===== src/rtl/core/assert_macros.svh =====
`ifndef ASSERT_MACROS_SVH
`define ASSERT_MACROS_SVH

// Clocked assertion, disabled during reset. Needs clk and rst_n in scope.
`define ASSERT_CLK(lbl, prop, msg) \
    lbl: assert property (@(posedge clk) disable iff (!rst_n) (prop)) else $error(msg);

// Implication whose consequent is checked in the next cycle.
`define ASSERT_NEXT(lbl, pre, post, msg) \
    lbl: assert property (@(posedge clk) disable iff (!rst_n) (pre) |=> (post)) \
        else $error(msg);

`endif


===== src/rtl/core/smbt_pkg.sv =====
`timescale 1ns / 1ps

package smbt_pkg;

    typedef enum logic [2:0] {
        MODE_LOAD_TX    = 3'd0,
        MODE_READ_RX    = 3'd1,
        MODE_START_WR   = 3'd2,
        MODE_START_RD   = 3'd3,
        MODE_START_WRRD = 3'd4,
        MODE_BYTE_DONE  = 3'd5,
        MODE_CLEAR_IDLE = 3'd6,
        MODE_DESELECT   = 3'd7
    } mode_t;

    typedef enum logic [2:0] {
        XS_IDLE      = 3'd0,
        XS_TX_BUSY   = 3'd1,
        XS_TX_DONE   = 3'd2,
        XS_RX_BUSY   = 3'd3,
        XS_RX_DONE   = 3'd4,
        XS_TXRX_BUSY = 3'd5,
        XS_TXRX_DONE = 3'd6
    } xfer_status_t;

    typedef enum logic [1:0] {
        CS_IDLE,
        CS_EXEC,
        CS_FETCH,
        CS_RESP
    } ctrl_state_t;

    typedef struct packed {
        logic [2:0] mode;
        logic [3:0] slave_select;
        logic [7:0] byte_count;
        logic [5:0] buffer_index;
        logic [7:0] write_data;
        logic [7:0] rx_byte;
    } in_item_t;

    typedef struct packed {
        logic       accepted;
        logic [2:0] status;
        logic       shift_valid;
        logic [7:0] shift_byte;
        logic [3:0] slave_enables;
        logic [7:0] read_data;
    } out_item_t;

    typedef struct packed {
        logic capture;
        logic exec;
        logic fetch;
    } ctrl_cmd_t;

endpackage


===== src/rtl/core/smbt_ram.sv =====
`timescale 1ns / 1ps

module smbt_ram #(
    parameter int WIDTH = 8,
    parameter int DEPTH = 64,
    parameter int AW    = (DEPTH > 1) ? $clog2(DEPTH) : 1
) (
    input  logic             clk,
    input  logic             we,
    input  logic [AW-1:0]    waddr,
    input  logic [WIDTH-1:0] wdata,
    input  logic [AW-1:0]    raddr,
    output logic [WIDTH-1:0] rdata
);

    logic [WIDTH-1:0] mem [DEPTH];
    logic [WIDTH-1:0] rdata_reg;

    always_ff @(posedge clk)
    begin
        if (we)
        begin
            mem[waddr] <= wdata;
        end
        rdata_reg <= mem[raddr];
    end

    assign rdata = rdata_reg;

endmodule


===== src/rtl/core/smbt_ctrl.sv =====
`timescale 1ns / 1ps
`include "assert_macros.svh"

module smbt_ctrl (
    input  logic                clk,
    input  logic                rst_n,
    input  logic                in_valid,
    output logic                in_ready,
    output logic                out_valid,
    input  logic                out_ready,
    output smbt_pkg::ctrl_cmd_t cmd
);

    import smbt_pkg::*;

    ctrl_state_t state_reg;
    ctrl_state_t state_next;

    always_ff @(posedge clk or negedge rst_n)
    begin
        if (!rst_n)
        begin
            state_reg <= CS_IDLE;
        end
        else
        begin
            state_reg <= state_next;
        end
    end

    always_comb
    begin
        state_next  = state_reg;
        in_ready    = 1'b0;
        out_valid   = 1'b0;
        cmd.capture = 1'b0;
        cmd.exec    = 1'b0;
        cmd.fetch   = 1'b0;
        unique case (state_reg)
            CS_IDLE:
            begin
                in_ready    = 1'b1;
                cmd.capture = in_valid;
                if (in_valid)
                begin
                    state_next = CS_EXEC;
                end
            end
            CS_EXEC:
            begin
                cmd.exec   = 1'b1;
                state_next = CS_FETCH;
            end
            CS_FETCH:
            begin
                cmd.fetch  = 1'b1;
                state_next = CS_RESP;
            end
            CS_RESP:
            begin
                out_valid = 1'b1;
                if (out_ready)
                begin
                    state_next = CS_IDLE;
                end
            end
        endcase
    end

    `ASSERT_NEXT(a_accept_execs, in_valid && in_ready, cmd.exec, "accepted item not executed")
    `ASSERT_NEXT(a_taken_frees, out_valid && out_ready, in_ready && !out_valid,
                 "result transfer did not free the block")
    `ASSERT_NEXT(a_exec_result, cmd.fetch, out_valid, "fetched result not presented")

endmodule


===== src/rtl/core/smbt_datapath.sv =====
`timescale 1ns / 1ps
`include "assert_macros.svh"

module smbt_datapath #(
    parameter int BUF_DEPTH   = 64,
    parameter int SLAVE_COUNT = 4
) (
    input  logic                clk,
    input  logic                rst_n,
    input  smbt_pkg::ctrl_cmd_t cmd,
    input  smbt_pkg::in_item_t  in_data,
    input  logic                cfg_valid,
    input  logic [7:0]          cfg_data,
    output smbt_pkg::out_item_t out_data
);

    import smbt_pkg::*;

    localparam int AW = (BUF_DEPTH > 1) ? $clog2(BUF_DEPTH) : 1;
    localparam int IW = $clog2(BUF_DEPTH + 1);
    localparam logic [7:0] DEPTH8 = 8'(BUF_DEPTH);
    localparam logic [3:0] SLAVE_MASK = 4'((1 << SLAVE_COUNT) - 1);

    in_item_t        item_reg, item_next;
    logic [7:0]      dummy_reg, dummy_next;
    xfer_status_t    status_reg, status_next;
    logic [IW-1:0]   idx_reg, idx_next;
    logic [IW-1:0]   len_reg, len_next;
    logic [3:0]      act_reg, act_next;
    logic [BUF_DEPTH-1:0] tx_vld_reg, tx_vld_next;
    logic [BUF_DEPTH-1:0] rx_vld_reg, rx_vld_next;
    logic            acc_reg, acc_next;
    logic            sv_reg, sv_next;
    logic            use_tx_reg, use_tx_next;
    logic            rd_reg, rd_next;
    logic            tx_ok_reg, tx_ok_next;
    logic            rx_ok_reg, rx_ok_next;
    out_item_t       result_reg, result_next;

    logic            tx_we, rx_we;
    logic [AW-1:0]   tx_waddr, tx_raddr, rx_waddr, rx_raddr;
    logic [7:0]      tx_rdata, rx_rdata;
    logic            bidx_ok, count_ok, busy, is_done;
    logic [3:0]      sel_bit;
    logic [7:0]      shift_byte;

    smbt_ram #(.WIDTH(8), .DEPTH(BUF_DEPTH), .AW(AW)) u_tx_ram (
        .clk   (clk),
        .we    (tx_we),
        .waddr (tx_waddr),
        .wdata (item_reg.write_data),
        .raddr (tx_raddr),
        .rdata (tx_rdata)
    );

    smbt_ram #(.WIDTH(8), .DEPTH(BUF_DEPTH), .AW(AW)) u_rx_ram (
        .clk   (clk),
        .we    (rx_we),
        .waddr (rx_waddr),
        .wdata (item_reg.rx_byte),
        .raddr (rx_raddr),
        .rdata (rx_rdata)
    );

    always_ff @(posedge clk or negedge rst_n)
    begin
        if (!rst_n)
        begin
            dummy_reg  <= '0;
            status_reg <= XS_IDLE;
            idx_reg    <= '0;
            len_reg    <= '0;
            act_reg    <= '0;
            tx_vld_reg <= '0;
            rx_vld_reg <= '0;
        end
        else
        begin
            dummy_reg  <= dummy_next;
            status_reg <= status_next;
            idx_reg    <= idx_next;
            len_reg    <= len_next;
            act_reg    <= act_next;
            tx_vld_reg <= tx_vld_next;
            rx_vld_reg <= rx_vld_next;
        end
    end

    always_ff @(posedge clk)
    begin
        item_reg   <= item_next;
        acc_reg    <= acc_next;
        sv_reg     <= sv_next;
        use_tx_reg <= use_tx_next;
        rd_reg     <= rd_next;
        tx_ok_reg  <= tx_ok_next;
        rx_ok_reg  <= rx_ok_next;
        result_reg <= result_next;
    end

    assign bidx_ok  = {2'b00, item_reg.buffer_index} < DEPTH8;
    assign count_ok = (item_reg.byte_count != 8'd0) && (item_reg.byte_count <= DEPTH8);
    assign busy     = (status_reg == XS_TX_BUSY) || (status_reg == XS_RX_BUSY)
                   || (status_reg == XS_TXRX_BUSY);
    assign is_done  = (status_reg == XS_TX_DONE) || (status_reg == XS_RX_DONE)
                   || (status_reg == XS_TXRX_DONE);
    assign sel_bit  = (item_reg.slave_select & SLAVE_MASK)
                    & (~(item_reg.slave_select & SLAVE_MASK) + 4'd1);

    assign tx_waddr = AW'(item_reg.buffer_index);
    assign rx_raddr = AW'(item_reg.buffer_index);
    assign rx_waddr = AW'(idx_reg - IW'(1));
    assign tx_raddr = (mode_t'(item_reg.mode) == MODE_BYTE_DONE) ? AW'(idx_reg) : '0;

    always_comb
    begin
        item_next   = item_reg;
        dummy_next  = dummy_reg;
        status_next = status_reg;
        idx_next    = idx_reg;
        len_next    = len_reg;
        act_next    = act_reg;
        tx_vld_next = tx_vld_reg;
        rx_vld_next = rx_vld_reg;
        acc_next    = acc_reg;
        sv_next     = sv_reg;
        use_tx_next = use_tx_reg;
        rd_next     = rd_reg;
        tx_ok_next  = tx_ok_reg;
        rx_ok_next  = rx_ok_reg;
        result_next = result_reg;
        tx_we       = 1'b0;
        rx_we       = 1'b0;

        if (cmd.capture)
        begin
            item_next = in_data;
        end
        if (cfg_valid)
        begin
            dummy_next = cfg_data;
        end

        if (cmd.exec)
        begin
            acc_next    = 1'b0;
            sv_next     = 1'b0;
            use_tx_next = 1'b0;
            rd_next     = 1'b0;
            tx_ok_next  = tx_vld_reg[tx_raddr];
            rx_ok_next  = rx_vld_reg[rx_raddr];
            unique case (mode_t'(item_reg.mode))
                MODE_LOAD_TX:
                begin
                    if (bidx_ok)
                    begin
                        tx_we = 1'b1;
                        tx_vld_next[tx_waddr] = 1'b1;
                    end
                end
                MODE_READ_RX:
                begin
                    rd_next = bidx_ok;
                end
                MODE_START_WR, MODE_START_RD, MODE_START_WRRD:
                begin
                    if (!busy && count_ok)
                    begin
                        acc_next    = 1'b1;
                        sv_next     = 1'b1;
                        use_tx_next = (mode_t'(item_reg.mode) != MODE_START_RD);
                        idx_next    = IW'(1);
                        len_next    = IW'(item_reg.byte_count);
                        act_next    = act_reg | sel_bit;
                        unique case (mode_t'(item_reg.mode))
                            MODE_START_WR: status_next = XS_TX_BUSY;
                            MODE_START_RD: status_next = XS_RX_BUSY;
                            default:       status_next = XS_TXRX_BUSY;
                        endcase
                    end
                end
                MODE_BYTE_DONE:
                begin
                    if ((status_reg == XS_RX_BUSY || status_reg == XS_TXRX_BUSY)
                        && idx_reg != '0)
                    begin
                        rx_we = 1'b1;
                        rx_vld_next[rx_waddr] = 1'b1;
                    end
                    if (busy)
                    begin
                        if (idx_reg < len_reg)
                        begin
                            sv_next     = 1'b1;
                            use_tx_next = (status_reg != XS_RX_BUSY);
                            idx_next    = idx_reg + IW'(1);
                        end
                        else
                        begin
                            unique case (status_reg)
                                XS_TX_BUSY: status_next = XS_TX_DONE;
                                XS_RX_BUSY: status_next = XS_RX_DONE;
                                default:    status_next = XS_TXRX_DONE;
                            endcase
                        end
                    end
                end
                MODE_CLEAR_IDLE:
                begin
                    if (is_done)
                    begin
                        status_next = XS_IDLE;
                        acc_next    = 1'b1;
                    end
                end
                MODE_DESELECT:
                begin
                    act_next = act_reg & ~(act_reg & (~act_reg + 4'd1));
                end
            endcase
        end

        if (cmd.fetch)
        begin
            result_next.accepted      = acc_reg;
            result_next.status        = status_reg;
            result_next.shift_valid   = sv_reg;
            result_next.shift_byte    = shift_byte;
            result_next.slave_enables = act_reg;
            result_next.read_data     = (rd_reg && rx_ok_reg) ? rx_rdata : 8'd0;
        end
    end

    always_comb
    begin
        priority if (!sv_reg)
        begin
            shift_byte = 8'd0;
        end
        else if (!use_tx_reg)
        begin
            shift_byte = dummy_reg;
        end
        else
        begin
            shift_byte = tx_ok_reg ? tx_rdata : 8'd0;
        end
    end

    assign out_data = result_reg;

    `ASSERT_CLK(a_busy_index, !busy || (idx_reg != '0 && idx_reg <= len_reg),
                "transfer index outside the active length")
    `ASSERT_CLK(a_slave_mask, (act_reg & ~SLAVE_MASK) == 4'd0,
                "slave enabled beyond the slave count")
    `ASSERT_NEXT(a_idle_stable, !cmd.exec, status_reg == $past(status_reg),
                 "transfer status changed outside execution")

endmodule


===== src/rtl/core/spi_master_buffered_transfer.sv =====
`timescale 1ns / 1ps
// Channel   Handshake                 Payload
// in        in_valid / in_ready       in_data   (smbt_pkg::in_item_t)
// out       out_valid / out_ready     out_data  (smbt_pkg::out_item_t)
// cfg       cfg_valid / cfg_ready     cfg_data  (dummy byte)
//
// With out_ready held high, each item passes through accept, execute, fetch and result.
// The fetch cycle is the registered read of the transmit and receive buffer RAMs.
// in_ready is high only while no item is in flight; cfg_ready is always high.
// A stalled result holds the block until the result transfer completes.
// Reset is asynchronous; per-entry valid bits make both buffers read as zero
// right after reset, with no clearing pass.

module spi_master_buffered_transfer #(
    parameter int BUF_DEPTH   = 64,
    parameter int SLAVE_COUNT = 4
) (
    input  logic                clk,
    input  logic                rst_n,
    input  logic                in_valid,
    output logic                in_ready,
    input  smbt_pkg::in_item_t  in_data,
    output logic                out_valid,
    input  logic                out_ready,
    output smbt_pkg::out_item_t out_data,
    input  logic                cfg_valid,
    output logic                cfg_ready,
    input  logic [7:0]          cfg_data
);

    import smbt_pkg::*;

    ctrl_cmd_t cmd;

    assign cfg_ready = 1'b1;

    smbt_ctrl u_ctrl (
        .clk       (clk),
        .rst_n     (rst_n),
        .in_valid  (in_valid),
        .in_ready  (in_ready),
        .out_valid (out_valid),
        .out_ready (out_ready),
        .cmd       (cmd)
    );

    smbt_datapath #(
        .BUF_DEPTH   (BUF_DEPTH),
        .SLAVE_COUNT (SLAVE_COUNT)
    ) u_datapath (
        .clk       (clk),
        .rst_n     (rst_n),
        .cmd       (cmd),
        .in_data   (in_data),
        .cfg_valid (cfg_valid),
        .cfg_data  (cfg_data),
        .out_data  (out_data)
    );

endmodule

===== config.mk =====
export PLATFORM = sky130hd
export DESIGN_NAME = spi_master_buffered_transfer
export DESIGN_NICKNAME = d
export VERILOG_FILES = /design/src/rtl/core/smbt_pkg.sv /design/src/rtl/core/smbt_ram.sv /design/src/rtl/core/smbt_ctrl.sv /design/src/rtl/core/smbt_datapath.sv /design/src/rtl/core/spi_master_buffered_transfer.sv
export VERILOG_INCLUDE_DIRS = /design/src /design/src/rtl/core
export SDC_FILE = /design/constraint.sdc
export NUM_CORES = 1
export LEC_CHECK = 0
export BUFFER_PORTS_ARGS = -buffer_cell sky130_fd_sc_hd__clkbuf_2
export CAP_MARGIN = 20
export CORE_MARGIN = 5
export CORE_UTILIZATION = 45
export CTS_CLUSTER_SIZE = 14
export DETAILED_ROUTE_END_ITERATION = 12
export PLACE_DENSITY = 0.7
export SYNTH_ARGS = -nofsm -noshare
export SYNTH_HDL_FRONTEND = slang
export SYNTH_SLANG_ARGS = --single-unit

===== constraint.sdc =====
create_clock -name clk -period 4.85 [get_ports clk]
set_clock_uncertainty 0.1 [all_clocks]
set_input_delay 0.7275 -clock clk [delete_from_list [all_inputs] [get_ports clk]]
set_output_delay 0.7275 -clock clk [all_outputs]
set_load 0.02 [all_outputs]

# Word-level counts from Yosys, hierarchy flattened
# Memories as Yosys holds them, arrays and structs flattened. A register that Yosys moved wholly into a read port is not among the register bits.
# Index checks and enable logic that the tools add are counted.
# word_totals
n_memories	2
elab_cells	152
input_bits	50
out_inout_bits	28
ff_bits	227
ramBits	1024
# op_classes
bitwise	9
order_cmp	7
n_reduce_logical	27
n_eq_ne	25
n_addsub	4
n_mux	52
# mem_list
memory	depth	width	rd	rd_clocked_by_memory_dff	wr	line	text
u_datapath.u_rx_ram.mem	64	8	1	1	1	smbt_ram.sv:16	logic [WIDTH-1:0] mem [DEPTH];
u_datapath.u_tx_ram.mem	64	8	1	1	1	smbt_ram.sv:16	
# op_table
op	n
bitwise OR 64 bit	2
two-way mux 1 bit	26
== test 3 bit, second input constant	7
< comparator 6 x 7 -> 1 bit, second input constant	3
two-way mux 7 bit	3
two-way mux 8 bit	2
case mux 7 bit (2 select lines)	1
AND 4 bit	3
binary-select mux 1 bit (select 6 bit)	2
demux 1 bit (select 6 bit)	2
== test 3 x 2 -> 1 bit, second input constant	4
greater-or-equal comparator 6 x 1 -> 1 bit, second input constant	2
two-way mux 3 bit	4
NOT 4 bit	3
case mux 3 bit (2 select lines)	2
case mux 3 bit (3 select lines)	1
AND reduction 3 bit	3
adder 4 x 1 -> 4 bit, second input constant	2
less-or-equal comparator 8 x 7 -> 1 bit, second input constant	1
inequality test 2 bit, second input constant	4
case mux 2 bit (4 select lines)	1
case mux 4 bit (2 select lines)	1
nonzero test 8 bit	1
adder 7 x 1 -> 7 bit, second input constant	1
24 further kinds	43

# Logic depth before layout (Yosys ltp)
# Gate-level depths: netlist (run 1).
# depth
ltp_word	8
ltp_mapped	12
ltp_nobuf	8

# Cells and area by module
# A second synthesis (run 1) with hierarchy kept.
# hier_totals
cells_unflattened	2727
area_unflattened_um2	50422.1
# by_module_without_submodules
module	cells_each	seq_area_each_um2	area_per_inst_um2	instances
smbt_ram	940	15534.9	20166.8	2
smbt_datapath	831	5970.7	9910.8	1
smbt_ctrl	14	50.0	166.4	1
spi_master_buffered_transfer	2	0.0	11.3	1

# Worst setup path before layout (run 1)
# No wires, ideal clock.
# synth_timing
path_kind	flip-flop to flip-flop
start	reg u_datapath.idx_reg[0]
end	mem u_datapath.u_rx_ram.mem[48][0] (enable)
stages_incl_launch_ff	13
period_less_slack_ps	3112
slack_ps	1738
path_buffers	4
setup_time_ps	370
arrival_time_ps	2642
t_required_ps	4380
cell_sequence	dfrtp_1 > buf_4 > clkinv_1 > clkbuf_1 > ha_1 > clkbuf_1 > o21ai_0 > nor3_1 > a31oi_1 > o22ai_1 > nand2_1 > clkbuf_1 > nor2_1
# synth_via
elab_chain_cells	7
word_cells_on_any_way	8
classes_between	add/sub: 1; mux: 5; reduce/logical: 2
# synth_lines
element	line	text
start: declaration	smbt_datapath.sv:27	logic [IW-1:0] idx_reg, idx_next;
start signal: assignment	smbt_datapath.sv:81	idx_reg <= idx_next;
nonzero test 7 bit	smbt_datapath.sv:185	&& idx_reg != '0)
logical AND 1 bit	smbt_datapath.sv:185	
two-way mux 1 bit	smbt_datapath.sv:184	if ((status_reg == XS_RX_BUSY || status_reg == XS_TXRX_BUSY)
two-way mux 1 bit	smbt_datapath.sv:152	unique case (mode_t'(item_reg.mode))
two-way mux 1 bit	smbt_datapath.sv:144	if (cmd.exec)
two-way mux 1 bit	smbt_ram.sv:21	if (we)
two-way mux 1 bit (implied by the code)	smbt_ram.sv:23	mem[waddr] <= wdata;
end: declaration	smbt_ram.sv:16	
# Parallel ways exist; a longest one is shown, timed or not.

# Worst setup path after layout (run 1)
# layout_timing
start	reg u_datapath.item_reg, in the netlist u_datapath.rx_raddr[2]
end	mem u_datapath.u_tx_ram.mem[22][1] (enable)
# layout_rtl
element	line	text
start: declaration	smbt_datapath.sv:24	in_item_t item_reg, item_next;
start signal: assignment	smbt_datapath.sv:91	item_reg <= item_next;
end: declaration	smbt_ram.sv:16	
# No word-level cell before the write port.

==> flow_summary.json, run 1 <==
{
  "cts_max_level": 3,
  "grt_pass1_wl_mm": 200,
  "hold_path_class": "input port to async pin",
  "fin_util_pct": 50.6,
  "synth_top_area_cell": "edfxtp_1",
  "synthCells": 3261,
  "rr_endpoint": "u_datapath.u_tx_ram.mem[22][1]$_DFFE_PP_",
  "slew_violations": 0,
  "io_buffer_count": 76,
  "clock.fmax_mhz": 253,
  "die_w_um": 346,
  "crit_fanout": 14,
  "die_h_um": 346,
  "avgViaCountPerCell": 6.21,
  "hold_buffers": 0,
  "setup_tns_ns": 0,
  "worst-r2r-cell-count": 4,
  "synth_seq_area_share_pct": 73.0,
  "worst_pin_slew_ns": 1.17,
  "r2r_setup_slack_ns": 0.90,
  "violations": "negative hold slack",
  "synthDominantCellAreaShare_pct": 64.5,
  "vias": 30730,
  "drv_cap": 0,
  "antenna_found_initial": 3,
  "cts_num_sinks": 1267,
  "dp_slack_ns": 1.07,
  "wirelength_met1_mm": 51.8,
  "grt_use_total_pct": 22.1,
  "synthDistinctLibCells": 86,
  "nets": 3415,
  "startpoint": "u_datapath.rx_raddr[2]$_DFFE_PP_",
  "clk_latency_ns": 0.71,
  "startpoint_type": "register",
  "drc_errors": 0,
  "post-cts-setup-buffer-count": 0,
  "swShare_pct": 27.7,
  "seqPwrFrac_pct": 48.0,
  "grt_overflow_total": 0,
  "dieArea_um2": 120000,
  "place_inst": 4729,
  "clockRootBuffer": "clkbuf_16",
  "hold_violations": 7,
  "cts_tree": "yes",
  "drive_gt1_share_pct": 17.1,
  "cts_resized": 0,
  "top_layer": "met5",
  "power.internal_mw": 19.3,
  "ys.flop_type": "edfxtp_1",
  "combPwrFrac_pct": 16.9,
  "crit_end": "u_datapath.u_tx_ram.mem[22][1]$_DFFE_PP_",
  "wire_per_inst_um": 27.6,
  "yosys_warnings": 0,
  "clkPwrFrac_pct": 35.1,
  "fin_crit_ns": 3.95,
  "holdWs_ns": -0.0134,
  "timing.final.crit_share_pct": 81.5,
  "syn2layout_area_growth_pct": 11.9,
  "dp_hpwl_mm": 84.5,
  "grt_max_degree": 139,
  "fin_cells": 4951,
  "ant_nets": 0,
  "grt_pass1_vias": 29803,
  "row_count": 123,
  "drt-total-wl_mm": 137,
  "reg_top3": "u_datapath.u_rx_ram.mem: 512 flops, u_datapath.u_tx_ram.mem: 512 flops",
  "powerDensity_nw_per_um2": 470,
  "criticalPathCategory": "register to register",
  "gp_congestion": 0.931,
  "yosys_register_bits": 1267,
  "worst_slack_ns": 0.897,
  "clk_pin_slew_ns": 0.06,
  "syn_area_per_cell_um2": 15.6,
  "relSlewSlack_pct": 22.2,
  "status": "finished, violations left",
  "syn_nets": 3324,
  "yosys-top-cells-area": "edfxtp_1 65%, dfrtp_1 7.8%, mux2i_1 2.6%",
  "p_sw_mw": 7.42,
  "start_util_pct": 45.2,
  "rsz0062_at_grt": "no",
  "synth_area_um2": 50800,
  "synth_enable_flop_cells": 1092,
  "crit_required_ns": 5.06,
  "critPathArrivalTime_ns": 4.16,
  "critPathCaptureType": "register",
  "cts_buffer_depth": 3,
  "setup_viol_count_final": 0,
  "dr_wl_met3_mm": 14.6,
  "synthArstFlopShare_pct": 12.5,
  "met2WireLength_mm": 63.6,
  "vdd_drop_max_v": 0.000541,
  "cts_buffers": 118,
  "core_area_um2": 112000,
  "dr.pass1.iters": 7,
  "drtIter0Drc": 4172,
  "worstReg2RegStart": "u_datapath.rx_raddr[2]$_DFFE_PP_",
  "ioPinCount": 78,
  "p_leak_nw": 19.5
}
## how the worst min path moves through the flow
stage | from | endpoint | depth (start not counted)
after floorplan | u_datapath.acc_reg$_DFFE_PN_ | u_datapath.out_data[24]$_DFFE_PP_ | 0
after global placement | u_datapath.acc_reg$_DFFE_PN_ | u_datapath.out_data[24]$_DFFE_PP_ | 0
after detailed placement | u_datapath.acc_reg$_DFFE_PN_ | u_datapath.out_data[24]$_DFFE_PP_ | 0
after CTS | rst_n | u_datapath.tx_vld_reg[8]$_DFFE_PN0P_ | 1
after global routing | rst_n | u_datapath.tx_vld_reg[8]$_DFFE_PN0P_ | 1
final | rst_n | u_datapath.tx_vld_reg[38]$_DFFE_PN0P_ | 1
## kinds of logic after synthesis
logic type / after synthesis / synth area share (%)
adders and majority gates: 13 / 0.320
xor gates and xnor gates: 2 / 0.0345
DFF: 1267 / 73.0
AOI/OAI and AO/OA: 746 / 10.5
other: 1 / 0.00738
and+or+nand+nor: 726 / 7.04
muxes: 264 / 6.66
buffers and inverters: 242 / 2.48
## synthesized netlist by cell type (all sizes together), types with 6 or more instances
library cell and number:
nor3 51, nand2 174, o2111ai 8, nand3 21, buf 141, o211ai 45, a222oi 10, nand4 14
a32oi 9, mux2i 134, a211oi 15, mux4 51, nor2 222, a31oi 29, a221o 10, clkbuf 75
nand3b 9, or2 72, o21ai 97, a32o 7, o22ai 79, o221ai 22, ha 13, and2 20
a211o 13, edfxtp 1092, inv 24, a21oi 98, or3 10, dfrtp 159, a2111oi 13, a22o 32
nand2b 43, mux2 79, o21bai 78, nand4b 12, o32ai 14, dfxtp 16, a22oi 75, a221oi 48
o2bb2ai 7, and3 20, nor4 6, nor2b 29
## power groups by stage
stage	Clock, mW	Combinational [mW]	Sequential, mW
finish	9.38	4.52	12.8
detailed placement	0	4.40	13.1
global route	9.94	4.78	12.9
global placement	0	4.36	13.1
CTS	9.45	4.42	12.9
floorplan	0	2.68	13.2
## routing by layer
metal,track usage (%),up-vias
met5,0,-
met4,9.44,2
met3,5.40,357
met2,34.6,1872
met1,29.8,15491
li1,-,13008
## worst max-delay path: stages, from the launching register on
cell	delay, ns
edfxtp_1	0.73
nand2_1	0.32
nor2_1	0.74
nand2_1	0.78
nor2_1	0.87
## layout make-up
type	count	area, um^2
fillers	9136	55500
inverters	26	97.6
multi-input cells	1752	12500
diodes	1	2.50
flip-flops and latches	1267	37100
well taps	1500	1880
repair buffers	187	1360
clock buffers	152	3200
clock inverters	66	722
## cells in the final DEF, fill, tap and decap left out, types with 79 or more instances in the layout
cell type,synthesis,routed
nor2_1,220,218
mux2i_1,134,134
o22ai_1,79,79
edfxtp_1,1092,1092
o21ai_0,95,95
buf_4,21,102
clkbuf_16,0,118
a21oi_1,98,98
nand2_1,174,174
dfrtp_1,159,157
## per-stage QoR
step | instance area [um^2] | power [mW]
after floorplan | 50800 | 15.9
after global placement | 52800 | 17.4
after detailed placement | 52800 | 17.5
after CTS | 56800 | 26.7
after global routing | 56900 | 27.6
final | 56900 | 26.7
Note: power is estimated with default switching activity, not from simulation.
==> run 2, diff against run 1 <==
--- a/config.mk
+++ b/config.mk
@@ -6,6 +6,7 @@
 export SDC_FILE = /design/constraint.sdc
 export NUM_CORES = 1
 export LEC_CHECK = 0
+export ABC_AREA = 1
 export BUFFER_PORTS_ARGS = -buffer_cell sky130_fd_sc_hd__clkbuf_2
 export CAP_MARGIN = 20
 export CORE_MARGIN = 5
==> constraint.sdc (replaced) <==
create_clock -name clk -period 4 [get_ports clk]
set_clock_uncertainty 0.1 [all_clocks]
set_input_delay 0.6 -clock clk [delete_from_list [all_inputs] [get_ports clk]]
set_output_delay 0.6 -clock clk [all_outputs]
set_load 0.02 [all_outputs]
==> run 2 against run 1 <==
  * The flow now finishes without violations
  * Largest power group unchanged
  * Utilization grew 0.69 points
  * Hold slack improved by 0.064 ns
  * Highest routed layer is now met4
  * Fmax increased by 17%
  * Wire length down 3.9%
==> flow_summary.json, run 2 <==
{
  "grt_use_total_pct": 21.2,
  "cts_buffers": 117,
  "cts_max_level": 3,
  "cts_buffer_depth": 3,
  "clockRootBuffer": "clkbuf_16",
  "status": "complete, no violations",
  "syn_nets": 4561,
  "startpoint_type": "register",
  "clk_pin_slew_ns": 0.07,
  "synth_area_um2": 51600,
  "relSlewSlack_pct": 28.5,
  "setup_viol_count_final": 0,
  "io_buffer_count": 76,
  "hold_path_class": "input port to register",
  "power_mw": 30.2,
  "num-fill-cells": 9585,
  "crit_fanout": 25,
  "cts_tree": "yes",
  "ioPinCount": 78,
  "swShare_pct": 25.2,
  "die_w_um": 349,
  "powerDensity_nw_per_um2": 517,
  "setup_tns_ns": 0,
  "synth_enable_flop_cells": 1092,
  "synthXorXnorAreaFrac_pct": 0.119,
  "dieArea_um2": 121000,
  "syn_area_per_cell_um2": 11.5,
  "die_h_um": 349,
  "synth_common_cells": "1093 x nand2_1, 1092 x edfxtp_1, 612 x nand3_1, 549 x inv_1, 200 x nor2_1",
  "start_util_pct": 45.2,
  "stdcell_area_um2": 58500,
  "gp_congestion": 0.843,
  "grt_pass1_wl_mm": 200,
  "dp_hpwl_mm": 77.0,
  "syn2layout_area_growth_pct": 13.4,
  "grt_pass1_vias": 32844,
  "cts_num_sinks": 1267,
  "synthArstFlopShare_pct": 12.5,
  "dr.pass1.iters": 8,
  "synth_simple_gate_area_share_pct": 17.7,
  "post-cts-setup-buffer-count": 0,
  "grt_max_degree": 121,
  "worst_pin_slew_ns": 1.07,
  "reg_top3": "u_datapath.u_rx_ram.mem: 512 flops, u_datapath.u_tx_ram.mem: 512 flops",
  "rsz0062_at_grt": "no",
  "dp_slack_ns": 0.705,
  "ant_nets": 0,
  "slew_violations": 0,
  "p_leak_nw": 22.8,
  "p_sw_mw": 7.63,
  "vdd_drop_max_v": 0.000426,
  "post_dp_cell_area_um2": 54100,
  "muxShareOfSynthArea_pct": 0,
  "vias": 34068,
  "drc_errors": 0,
  "synth_compound_area_share_pct": 3.90,
  "antenna_found_initial": 2,
  "layout.cells.most_common_list": "1092 x nand2_1, 1092 x edfxtp_1, 612 x nand3_1, 545 x inv_1, 200 x nor2_1",
  "synth_top_area_cell": "edfxtp_1",
  "yosys-top-cells-area": "edfxtp_1 64%, nand2_1 8.0%, dfrtp_1 7.7%",
  "ys.flop_type": "edfxtp_1",
  "drv_cap": 0,
  "r2r_setup_slack_ns": 0.62,
  "combPwrFrac_pct": 11.3,
  "hold_violations": 0,
  "yosys_register_bits": 1267,
  "yosysMostFrequentCell": "nand2_1",
  "clkPwrFrac_pct": 37.9,
  "drtIter0Drc": 3896,
  "nets": 4717,
  "timing.final.crit_share_pct": 84.5,
  "drt-total-wl_mm": 131,
  "synthDominantCellAreaShare_pct": 63.6,
  "avgViaCountPerCell": 5.44,
  "synthAdderAreaFrac_pct": 0.315,
  "core_area_um2": 114000,
  "criticalPathCategory": "register to register",
  "critPathCaptureType": "register",
  "seqPwrFrac_pct": 50.7,
  "wire_per_inst_um": 21.0,
  "yosys_warnings": 0,
  "grt_overflow_total": 0,
  "critPathArrivalTime_ns": 3.86,
  "worst_slack_ns": 0.621,
  "fin_crit_ns": 3.38,
  "synth_top_family_by_area": "simple AND/OR/NAND/NOR gates",
  "drive_gt1_share_pct": 9.41,
  "synthDistinctLibCells": 42,
  "clk_latency_ns": 0.69,
  "clock.fmax_mhz": 296,
  "synthCells": 4498,
  "row_count": 124,
  "synth_seq_area_share_pct": 71.9,
  "crit_required_ns": 4.49,
  "power.internal_mw": 22.6
}
## run 2: path summary, 6_finish.rpt
path                                                  startpoint                                    to  cells past startpoint
worst max-delay path            u_datapath.rx_raddr[1]$_DFFE_PP_  u_datapath.u_rx_ram.rdata[4]$_DFF_P_                     10
worst min-delay path                                 in_data[18]      u_datapath.rx_raddr[2]$_DFFE_PP_                      1
worst max register to register  u_datapath.rx_raddr[1]$_DFFE_PP_  u_datapath.u_rx_ram.rdata[4]$_DFF_P_                     10
worst min register to register      u_datapath.acc_reg$_DFFE_PN_     u_datapath.out_data[24]$_DFFE_PP_                      0
max in group asynchronous                                  rst_n  u_datapath.rx_vld_reg[5]$_DFFE_PN0P_                      3
min in group asynchronous                                  rst_n   u_datapath.dummy_reg[5]$_DFFE_PN0P_                      2
## run 2: per-stage QoR
step / util (%) / instances / hold WS (ns)
CTS: 51.3 / 6263 / 0.00144
global route: 51.3 / 6264 / 0.0197
finish: 51.3 / 6265 / 0.0504
detailed placement: 47.5 / 6005 / 0.331
global placement: 47.4 / 6004 / 0.327
floorplan: - / 4498 / 0.204
## run 2: critical path, cell delays in order (launching register included)
cell and delay (ns):
edfxtp_1 0.45, inv_1 0.14, nand3_1 0.31, inv_2 0.41, buf_4 0.36, a22oi_1 0.22
nand3_1 0.13, o21ai_0 0.61, nand2_1 0.22, nor2_1 0.24, nand2_1 0.07
## run 2: logic make-up (layout without fill, tap and decap cells)
kind of cell / after synthesis / in the layout
xor+xnor: 7 / 7
flops: 1267 / 1267
fa+ha+maj: 13 / 13
other cells: 1 / 2
simple gates: 2090 / 2090
buf+inv: 785 / 1039
compound gates: 335 / 335
## run 2: timing repair
item / 4_1_cts / 5_1_grt
hold endpoints to repair: 106 / 0
hold buffers: 41 / 0
resized for setup: 0 / 0
## run 2: layout make-up
| cell class | instances | area (um^2) | area share (%) |
|---|---|---|---|
| flip-flops and latches | 1267 | 37100 | 63.4 |
| multi-input cells | 2446 | 11400 | 19.5 |
| clock buffers | 143 | 3130 | 5.35 |
| inverters | 563 | 2120 | 3.62 |
| repair buffers | 259 | 2040 | 3.49 |
| well taps | 1512 | 1890 | 3.23 |
| clock inverters | 74 | 821 | 1.40 |
| diodes | 1 | 2.50 | 0.00428 |
## run 2: power groups by stage
stage / clock [mW] / sequential (mW) / combinational (mW)
6_report: 11.5 / 15.3 / 3.42
4_1_cts: 11.6 / 15.3 / 3.39
3_3_place_gp: 0 / 15.6 / 3.27
5_1_grt: 12.2 / 15.4 / 3.72
2_1_floorplan: 0 / 15.8 / 1.75
3_5_place_dp: 0 / 15.6 / 3.35
## run 2: layer usage
layer / track usage [%] / part of all wire [%]
met4: 7.94 / 4.0
met5: 0 / 0
met1: 29.3 / 40
met2: 34.7 / 47
met3: 2.82 / 8.1
